## config.mk

```make
export PLATFORM = sky130hd
export DESIGN_NAME = string_store_repeat_engine_flat
export DESIGN_NICKNAME = d
export VERILOG_FILES = /design/src/rtl/core/sse_pkg.sv /design/src/rtl/core/sse_chan_if.sv /design/src/rtl/core/sse_queue.sv /design/src/rtl/core/sse_front.sv /design/src/rtl/core/sse_back.sv /design/src/rtl/core/string_store_repeat_engine.sv /design/src/flat_wrapper.sv
export SDC_FILE = /design/constraint.sdc
export NUM_CORES = 1
export LEC_CHECK = 0
export BUFFER_PORTS_ARGS = -buffer_cell sky130_fd_sc_hd__buf_2
export CAP_MARGIN = 20
export CORE_MARGIN = 1
export CORE_UTILIZATION = 35
export CTS_CLUSTER_SIZE = 8
export DETAILED_ROUTE_END_ITERATION = 16
export GPL_ROUTABILITY_DRIVEN = 1
export SLEW_MARGIN = 20
export SYNTH_ARGS = -nofsm -noshare
export SYNTH_HDL_FRONTEND = slang
export SYNTH_SLANG_ARGS = --single-unit
```

## constraint.sdc

```tcl
create_clock -name clk -period 14.71 [get_ports clk]
set_input_delay 2.942 -clock clk [delete_from_list [all_inputs] [get_ports clk]]
set_output_delay 2.942 -clock clk [all_outputs]
set_load 0.02 [all_outputs]
```

## src/rtl/core/sse_pkg.sv

```systemverilog
`timescale 1ns / 1ps

package sse_pkg;

	// Field codes
	localparam logic OP_START = 1'b0;
	localparam logic OP_RESP  = 1'b1;

	localparam logic KIND_WRITE  = 1'b0;
	localparam logic KIND_FINISH = 1'b1;

	localparam logic STATUS_OK  = 1'b0;
	localparam logic STATUS_ERR = 1'b1;

	localparam logic [1:0] SIZE_BYTE  = 2'd0;
	localparam logic [1:0] SIZE_WORD  = 2'd1;
	localparam logic [1:0] SIZE_DWORD = 2'd2;

	localparam int unsigned ADDR_WIDTH_DEF = 32;
	localparam int unsigned QUEUE_DEPTH    = 2;

	// Input item
	typedef struct packed {
		logic        opcode;
		logic [31:0] segment_base;
		logic [31:0] dest_offset;
		logic [31:0] repeat_count;
		logic [31:0] store_value;
		logic        direction_down;
		logic        repeat_prefix;
		logic        short_addressing;
		logic [1:0]  operand_size;
		logic        write_ok;
	} cmd_t;

	// Result item
	typedef struct packed {
		logic        result_kind;
		logic [31:0] write_address;
		logic [31:0] write_data;
		logic [1:0]  write_size;
		logic        status;
		logic [31:0] final_offset;
		logic [31:0] final_count;
		logic        count_update;
	} rsp_t;

	// Decoded item handed from front to back
	typedef struct packed {
		logic        is_resp;
		logic        ok;
		logic [31:0] base;
		logic [31:0] offset;
		logic [31:0] count;
		logic        count_zero;
		logic [31:0] data;
		logic        dir;
		logic        rep;
		logic        shrt;
		logic [1:0]  size;
	} job_t;

endpackage

```

## src/rtl/core/sse_chan_if.sv

```systemverilog
`timescale 1ns / 1ps

interface sse_chan_if #(
	parameter type T = logic
);
	logic valid;
	logic ready;
	T     data;

	modport source (output valid, output data, input ready);
	modport sink (input valid, input data, output ready);
endinterface

```

## src/rtl/core/sse_queue.sv

```systemverilog
`timescale 1ns / 1ps

module sse_queue
	import sse_pkg::*;
#(
	parameter type T = job_t,
	parameter int unsigned DEPTH = QUEUE_DEPTH
) (
	input  logic       clk,
	input  logic       arst_n,
	sse_chan_if.sink   enq,
	sse_chan_if.source deq
);
	localparam int unsigned PTR_W = (DEPTH > 1) ? $clog2(DEPTH) : 1;
	localparam int unsigned CNT_W = $clog2(DEPTH + 1);

	T                 entries_q [DEPTH];
	logic [PTR_W-1:0] wr_ptr_q;
	logic [PTR_W-1:0] rd_ptr_q;
	logic [CNT_W-1:0] count_q;
	logic             push;
	logic             pop;

	assign enq.ready = (count_q != CNT_W'(DEPTH));
	assign deq.valid = (count_q != '0);
	assign deq.data  = entries_q[rd_ptr_q];
	assign push      = enq.valid && enq.ready;
	assign pop       = deq.valid && deq.ready;

	// Store entry on an input transfer
	always_ff @(posedge clk) begin
		if (push) begin
			entries_q[wr_ptr_q] <= enq.data;
		end
	end

	// Advance pointers and fill count
	always_ff @(posedge clk or negedge arst_n) begin
		if (!arst_n) begin
			wr_ptr_q <= '0;
			rd_ptr_q <= '0;
			count_q  <= '0;
		end else begin
			if (push) begin
				wr_ptr_q <= (wr_ptr_q == PTR_W'(DEPTH - 1)) ? '0 : wr_ptr_q + 1'b1;
			end
			if (pop) begin
				rd_ptr_q <= (rd_ptr_q == PTR_W'(DEPTH - 1)) ? '0 : rd_ptr_q + 1'b1;
			end
			if (push && !pop) begin
				count_q <= count_q + 1'b1;
			end else if (pop && !push) begin
				count_q <= count_q - 1'b1;
			end
		end
	end
endmodule

```

## src/rtl/core/sse_front.sv

```systemverilog
`timescale 1ns / 1ps

module sse_front
	import sse_pkg::*;
(
	input  logic       clk,
	input  logic       arst_n,
	sse_chan_if.sink   cmd,
	sse_chan_if.source job
);
	sse_chan_if #(.T(job_t)) dec_ch ();

	logic [1:0]  size_n;
	logic [31:0] count_n;

	// Normalize operand size: code three acts as dword
	assign size_n = (cmd.data.operand_size == SIZE_BYTE || cmd.data.operand_size == SIZE_WORD)
		? cmd.data.operand_size : SIZE_DWORD;

	// Count: one without the prefix, 16 bits under short addressing
	always_comb begin
		if (!cmd.data.repeat_prefix) begin
			count_n = 32'd1;
		end else if (cmd.data.short_addressing) begin
			count_n = {16'd0, cmd.data.repeat_count[15:0]};
		end else begin
			count_n = cmd.data.repeat_count;
		end
	end

	// Classify and decode the item
	always_comb begin
		dec_ch.data.is_resp    = (cmd.data.opcode == OP_RESP);
		dec_ch.data.ok         = cmd.data.write_ok;
		dec_ch.data.base       = cmd.data.segment_base;
		dec_ch.data.offset     = cmd.data.short_addressing
			? {16'd0, cmd.data.dest_offset[15:0]} : cmd.data.dest_offset;
		dec_ch.data.count      = count_n;
		dec_ch.data.count_zero = (count_n == '0);
		dec_ch.data.dir        = cmd.data.direction_down;
		dec_ch.data.rep        = cmd.data.repeat_prefix;
		dec_ch.data.shrt       = cmd.data.short_addressing;
		dec_ch.data.size       = size_n;
		unique case (size_n)
			SIZE_BYTE: dec_ch.data.data = {24'd0, cmd.data.store_value[7:0]};
			SIZE_WORD: dec_ch.data.data = {16'd0, cmd.data.store_value[15:0]};
			default:   dec_ch.data.data = cmd.data.store_value;
		endcase
	end

	assign dec_ch.valid = cmd.valid;
	assign cmd.ready    = dec_ch.ready;

	sse_queue #(
		.T     (job_t),
		.DEPTH (QUEUE_DEPTH)
	) u_queue (
		.clk    (clk),
		.arst_n (arst_n),
		.enq    (dec_ch.sink),
		.deq    (job)
	);
endmodule

```

## src/rtl/core/sse_back.sv

```systemverilog
`timescale 1ns / 1ps

module sse_back
	import sse_pkg::*;
#(
	parameter int unsigned ADDR_WIDTH = ADDR_WIDTH_DEF
) (
	input  logic       clk,
	input  logic       arst_n,
	sse_chan_if.sink   job,
	sse_chan_if.source rsp
);
	localparam logic [ADDR_WIDTH-1:0] SHORT_MASK = ADDR_WIDTH'(17'h0FFFF);

	logic                  busy_q;
	logic [ADDR_WIDTH-1:0] offset_q;
	logic [31:0]           remaining_q;
	logic [31:0]           base_q;
	logic [31:0]           value_q;
	logic                  dir_q;
	logic                  rep_q;
	logic                  shrt_q;
	logic [1:0]            size_q;

	logic                  out_valid_q;
	rsp_t                  out_q;

	logic                  pop;
	logic                  emit;
	rsp_t                  res;
	logic [ADDR_WIDTH-1:0] step;
	logic [ADDR_WIDTH-1:0] next_raw;
	logic [ADDR_WIDTH-1:0] next_off;
	logic [ADDR_WIDTH-1:0] start_off;
	logic                  last_step;

	assign pop       = job.valid && (!out_valid_q || rsp.ready);
	assign job.ready = !out_valid_q || rsp.ready;
	assign rsp.valid = out_valid_q;
	assign rsp.data  = out_q;

	// Offset step and wrap
	always_comb begin
		unique case (size_q)
			SIZE_BYTE: step = ADDR_WIDTH'(3'd1);
			SIZE_WORD: step = ADDR_WIDTH'(3'd2);
			default:   step = ADDR_WIDTH'(3'd4);
		endcase
		next_raw = dir_q ? offset_q - step : offset_q + step;
		next_off = shrt_q ? (next_raw & SHORT_MASK) : next_raw;
	end

	assign start_off = job.data.offset[ADDR_WIDTH-1:0];
	assign last_step = (remaining_q == 32'd1);

	// Build the result for the item at the head of the queue
	always_comb begin
		emit = 1'b0;
		res  = '0;
		if (!job.data.is_resp) begin
			emit = 1'b1;
			if (job.data.count_zero) begin
				res.result_kind  = KIND_FINISH;
				res.status       = STATUS_OK;
				res.final_offset = 32'(start_off);
				res.count_update = job.data.rep;
			end else begin
				res.result_kind   = KIND_WRITE;
				res.write_address = job.data.base + 32'(start_off);
				res.write_data    = job.data.data;
				res.write_size    = job.data.size;
			end
		end else if (busy_q) begin
			emit = 1'b1;
			if (!job.data.ok) begin
				res.result_kind = KIND_FINISH;
				res.status      = STATUS_ERR;
			end else if (last_step) begin
				res.result_kind  = KIND_FINISH;
				res.status       = STATUS_OK;
				res.final_offset = 32'(next_off);
				res.count_update = rep_q;
			end else begin
				res.result_kind   = KIND_WRITE;
				res.write_address = base_q + 32'(next_off);
				res.write_data    = value_q;
				res.write_size    = size_q;
			end
		end
	end

	// Instruction state
	always_ff @(posedge clk or negedge arst_n) begin
		if (!arst_n) begin
			busy_q <= 1'b0;
		end else if (pop) begin
			if (!job.data.is_resp) begin
				busy_q <= !job.data.count_zero;
			end else if (busy_q && (!job.data.ok || last_step)) begin
				busy_q <= 1'b0;
			end
		end
	end

	// Latch operands on start, advance offset and count on an ok response
	always_ff @(posedge clk) begin
		if (pop) begin
			if (!job.data.is_resp) begin
				offset_q    <= start_off;
				remaining_q <= job.data.count;
				base_q      <= job.data.base;
				value_q     <= job.data.data;
				dir_q       <= job.data.dir;
				rep_q       <= job.data.rep;
				shrt_q      <= job.data.shrt;
				size_q      <= job.data.size;
			end else if (busy_q && job.data.ok) begin
				offset_q    <= next_off;
				remaining_q <= remaining_q - 32'd1;
			end
		end
	end

	// Output register: hold until transfer
	always_ff @(posedge clk or negedge arst_n) begin
		if (!arst_n) begin
			out_valid_q <= 1'b0;
		end else if (pop) begin
			out_valid_q <= emit;
		end else if (rsp.ready) begin
			out_valid_q <= 1'b0;
		end
	end

	always_ff @(posedge clk) begin
		if (pop && emit) begin
			out_q <= res;
		end
	end
endmodule

```

## src/rtl/core/string_store_repeat_engine.sv

```systemverilog
`timescale 1ns / 1ps

// Channel  Dir  Payload  Role
// cmd      in   cmd_t    start items and write responses
// rsp      out  rsp_t    write requests and finish reports
//
// One item is taken per cycle while the queue has room. Its result, if any, is
// registered: the accepting edge writes the queue entry, and a later edge loads
// the output register of the execute stage once the entry is at the head and
// that register is free. The execute stage settles one item per cycle while its
// output register is free or taken: one offset add and one address add per step.
// Reset empties the queue and the output register and leaves no instruction running.
// Either side may stall: a two-entry queue parts decode from execute.

module string_store_repeat_engine
	import sse_pkg::*;
#(
	parameter int unsigned ADDR_WIDTH = ADDR_WIDTH_DEF
) (
	input  logic       clk,
	input  logic       arst_n,
	sse_chan_if.sink   cmd,
	sse_chan_if.source rsp
);
	sse_chan_if #(.T(job_t)) job_ch ();

	sse_front u_front (
		.clk    (clk),
		.arst_n (arst_n),
		.cmd    (cmd),
		.job    (job_ch.source)
	);

	sse_back #(
		.ADDR_WIDTH (ADDR_WIDTH)
	) u_back (
		.clk    (clk),
		.arst_n (arst_n),
		.job    (job_ch.sink),
		.rsp    (rsp)
	);
endmodule

```

## src/flat_wrapper.sv

```systemverilog
// flat-port wrapper written by rule: the top's interface ports become plain ports
module string_store_repeat_engine_flat import sse_pkg::*;
#(
	parameter int unsigned ADDR_WIDTH = ADDR_WIDTH_DEF
)
  (clk, arst_n, cmd_valid, cmd_data, cmd_ready, rsp_valid, rsp_data, rsp_ready);
  sse_chan_if #(.T(cmd_t)) cmd_i ();
  sse_chan_if #(.T(rsp_t)) rsp_i ();
  input  logic clk;
  input  logic arst_n;
  input wire logic [$bits(cmd_i.valid)-1:0] cmd_valid;
  input wire logic [$bits(cmd_i.data)-1:0] cmd_data;
  output wire logic [$bits(cmd_i.ready)-1:0] cmd_ready;
  output wire logic [$bits(rsp_i.valid)-1:0] rsp_valid;
  output wire logic [$bits(rsp_i.data)-1:0] rsp_data;
  input wire logic [$bits(rsp_i.ready)-1:0] rsp_ready;
  assign cmd_i.valid = cmd_valid;
  assign cmd_i.data = cmd_data;
  assign cmd_ready = cmd_i.ready;
  assign rsp_valid = rsp_i.valid;
  assign rsp_data = rsp_i.data;
  assign rsp_i.ready = rsp_ready;
  string_store_repeat_engine #(.ADDR_WIDTH(ADDR_WIDTH)) u_core (.clk(clk), .arst_n(arst_n), .cmd(cmd_i), .rsp(rsp_i));
endmodule
```

# Yosys cells after proc, flatten, opt, wreduce, memory -nomap -nowiden
# Memory sizes are Yosys's and may differ from the RTL's.
# Index checks and enable logic that the tools add are counted.
# totals
out_inout_bits,135
latchBits,0
register_bits,240
mem_bits_ro,0
mem_bits_rw,272
n_memories,1
elab_cells,104
input_bits,139
# classes
addsub,9
mux,41
n_shift,0
n_div,0
reduce_logical,25
magnitude_cmp,0
bitwise_logic,1
eq_ne,7
n_mul,0
# memory_table
memory,depth,width,read_ports,rd_ports_with_merged_regs,write_ports,line,rtl
u_core.u_front.u_queue.entries_q,2,136,1,0,1,sse_queue.sv:17,T entries_q [DEPTH];
# ops
cell,count
2-to-1 mux 32 bit,12
2-to-1 mux 100 bit,2
2-to-1 mux 66 bit,3
adder 32 bit,3
case mux 32 bit (2 select lines),1
equality test 32 x 1 -> 1 bit (second input constant),1
logical NOT 32 bit,1
subtractor 32 x 1 -> 32 bit (second input constant),1
subtractor 32 bit,1
2-to-1 mux 1 bit,19
logical AND 1 bit,7
equality test 2 x 1 -> 1 bit (second input constant),3
logical NOT 2 bit,3
2-to-1 mux 2 bit,3
case mux 3 bit (2 select lines),1
AND reduction 2 bit,3
nonzero test 2 bit,3
logical NOT 1 bit,5
inequality test 2 x 1 -> 1 bit (second input constant),2
logical OR 1 bit,3
adder 1 bit (second input constant),2
adder 2 x 1 -> 2 bit (second input constant),1
inequality test 2 bit (second input constant),1
subtractor 2 x 1 -> 2 bit (second input constant),1
inverter 1 bit,1

# Logic depth before layout (Yosys ltp)
# depth
ltp_word,10
ltp_mapped,25
depth_no_buf,25

# Modules after synthesis
# A second synthesis with hierarchy kept.
# unflattened
hier_cells,1815
hier_area_um2,24881.4
# by_module_without_submodules
module,seq_area_each_um2,cells_per_inst,n_inst,area_per_inst_um2
sse_back,7076.8,1282,1,14177.3
sse_queue,8267.9,441,1,10087.2
sse_front,0.0,92,1,616.8

# Worst setup path after synthesis
# No wires, ideal clock.
# synth_timing
path_kind,in2reg
start,input port cmd_valid
end,"memory u_core.u_front.u_queue.entries_q[0][0] (netlist bit), enable pin"
n_path_buf,0
setup_ns,0.633
slack_ns,5.390
cell_stages,2
required_time_ns,14.077
t_arrival_ns,8.687
path_cell_list,nand2_1 > nor2_1
# synth_between
elab_chain_len,3
# synth_lines
item,line,rtl
"start, declared",flat_wrapper.sv:11,input wire logic [$bits(cmd_i.valid)-1:0] cmd_valid;
logical AND 1 bit,sse_queue.sv:27,assign push = enq.valid && enq.ready;
2-to-1 mux 1 bit,sse_queue.sv:32,if (push) begin
2-to-1 mux 1 bit (not written as such),sse_queue.sv:33,entries_q[wr_ptr_q] <= enq.data;
"end, declared",sse_queue.sv:17,
# Every way passes these cells.

==> impl_metrics.yaml <==
route:
  vias: 16300
  drtIter0Drc: 1343
  drc: 0
  drt_first_pass_iters: 6
  viasPerCell: 5.21
  totalWireLength_microns: 64400
  ant_nets: 0
  routedWlPerCell_microns: 20.6
sta:
  maxSlewViolCount: 0
  slew_headroom: 0.359
  final-setup-viol-count: 0
  fin_setup_tns_ps: 0
  final.min_clock_period_ps: 5930
  worst-slew-pin-transition_ps: 953
  rsz0062_at_grt: "false"
  clock_skew_ps: 31.5
  fmax_ghz: 0.169
  period_share: 0.403
  finalHoldViolCount: 0
setup_path:
  required_ps: 15040
  startpoint: "u_core.u_back.size_q[0]"
  cp_slowest_stage_delay_ps: 500
  rr_endpoint: "u_core.u_back.rsp.data[130]"
  crit_path_end_kind: "flip-flop"
  worstSetupPathType: "flip-flop to flip-flop"
  startpoint_type: "flip-flop"
  critPathTopFamily: "compound AO/OA/AOI/OAI gates"
  cp_num_buf_inv: 3
  reg2reg_slack_ps: 8780
  r2r-start: "u_core.u_back.size_q[0]"
  crit_arrival_ps: 6270
  cp_slowest_cell: "a2111oi_2"
  crit_fanout: 7
  ff2ff_path_depth: 25
synthesis:
  synth_edf_count: 506
  synthMuxAreaShare: 0.0589
  synthFlopType: "edfxtp_1"
  synth-simple-area-share: 0.0892
  synthArstFlopShare: 0.0117
  synth_seq_cells: 512
  synth_fa_ha_area_frac: 0.0510
  synth_top_area_frac: 0.609
  yosysSeqAreaShare: 0.615
  synth_top_area_cell: "edfxtp_1"
  syn_inst: 1895
  synth-xor-area-share: 0.0404
  synth_compound_area_frac: 0.116
  netlist_area_sq_mm: 0.0250
  synth_area_leaders: "edfxtp_1, ha_1, mux2_2, a21oi_1, xnor2_1"
  postSynthAreaPerCell_sq_um: 13.2
  synth-warning-count: 0
  synth_top_family_by_area: "compound AO/OA/AOI/OAI gates"
  synth.distinct_cells: 76
job:
  maxCapViolCount: 0
clocking:
  cts.sinks: 512
  htreeDepth: 3
  clk_latency_ps: 630
  holdBufCountCts: 0
  cts_resized: 0
  cts_buffer_depth: 3
  cts-root-buf: "clkbuf_16"
  cts_buffers: 74
  cts_setup_buffers: 0
  tritoncts: "done"
  cts.clk_slew.worst_paths_ps: 50
grt:
  antenna_found_initial: 8
  grt_pass1_wl_microns: 96700
  grt_pass1_vias: 16400
  grt_max_degree: 75
  grt_overflow: 0
  track_usage: 0.178
placement:
  gp_congestion: 0.914
  placedInstanceArea_sq_mm: 0.0271
  place_hpwl_microns: 44200
  port_buffers: 241
min_path:
  min_to: "u_core.u_front.u_queue.count_q[1]"
  hold_start: "u_core.u_front.u_queue.count_q[1]"
  hold_path.class: "flip-flop to flip-flop"
  hold_depth: 1
cells_and_area:
  final_common_cell: "edfxtp_1"
  final_util: 0.416
  final_layout_size_suffix_gt1_frac: 0.217
  nNetsFinal: 2402
  final_cell_area_sq_mm: 0.0293
  syn_to_final_growth_pct: 17.3
  layout_common_cells: "edfxtp_1, buf_2, a21oi_1, nor2_1, o21ai_0"
floorplanning:
  die_w_microns: 269
  rows: 97
  die_h_microns: 269
  core_area_sq_mm: 0.0703
  start_util: 0.355
  pin_count: 274
  die_area_sq_mm: 0.0724
run_status:
  status: "completed"
[registers in the layout, summed over array words and instances (netlist names), 2 cells and up]
signal / count
u_core.u_back.remaining_q: 32
u_core.u_back.rsp.data: 101
u_core.u_back.base_q: 32
u_core.u_back.offset_q: 32
u_core.u_front.u_queue.entries_q: 272
u_core.u_front.u_queue.count_q: 2
u_core.u_back.value_q: 32
u_core.u_back.size_q: 2
[area by class of cell]
class                      count  area, sq um
inverter                      58          218
timing repair buffer         261         1380
clock inverter                 8          174
clock buffer                  90         1910
multi-input combinational   1256         9060
fill                        6585        41000
tap                          940         1180
antenna                        1         2.50
sequential                   512        15300
[how the worst max path moves through the flow]
stage | end | slack [ps] | cells after the start
finish | u_core.u_back.rsp.data[130] | 8780 | 25
global route | u_core.u_back.rsp.data[130] | 8330 | 25
CTS | u_core.u_back.rsp.data[130] | 8750 | 25
detailed placement | u_core.u_front.u_queue.entries_q[0][114] | 8750 | 5
global placement | u_core.u_front.u_queue.entries_q[0][82] | 8860 | 5
floorplan | u_core.u_front.u_queue.entries_q[0][0] | 5390 | 2
[cell usage after synthesis, types with 3 or more instances]
library cell  count
and3_1           13
a32o_1            3
o211ai_1         10
nand4_1           7
buf_1            15
a31o_2            3
nand2b_1         19
o221ai_1          4
o32ai_1           3
mux2i_1          40
inv_1            58
a31oi_1          11
o22ai_1          34
or4_1             3
a21o_1           34
xnor2_1          63
a21oi_1         114
a22o_1           37
o31ai_1          11
or2_2             6
nor4_1           12
mux2_2           95
nand3_1          38
or3_1             4
dfrtp_1           6
a21boi_0          3
o21ai_0          98
nand2_1          84
nor2_1          103
a211oi_1         18
o21bai_1          8
fa_1              3
xor2_1           52
o22ai_2           9
clkbuf_1         42
buf_2             8
and2_1           57
ha_1             97
o21a_1           17
a41oi_1           3
nor3_1           26
buf_4            32
nor2b_1          44
edfxtp_1        506
[metrics by stage]
| stage | std cells | hold slack, ps | setup slack [ps] |
|---|---|---|---|
| after floorplan | 1926 | 461 | 5390 |
| after global placement | 3026 | 481 | 8860 |
| after detailed placement | 3026 | 497 | 8750 |
| after CTS | 3124 | 509 | 8750 |
| after global routing | 3126 | 544 | 8330 |
| final | 3126 | 502 | 8780 |
[logic make-up after synthesis]
kind of cell,after synthesis
fa+ha+maj,100
simple gates,432
xor+xnor,115
buf+inv,158
other cells,1
mux,135
flops,512
compound gates,442
[routing by layer]
layer,track usage,wire length (microns)
met5,0,61
met4,0.0571,1420
met3,0.0330,3650
met2,0.298,31100
met1,0.232,28200
Power is left out: the tool's default activity adds up to more than one toggle a clock period on the data nets, which glitch-free logic cannot reach.
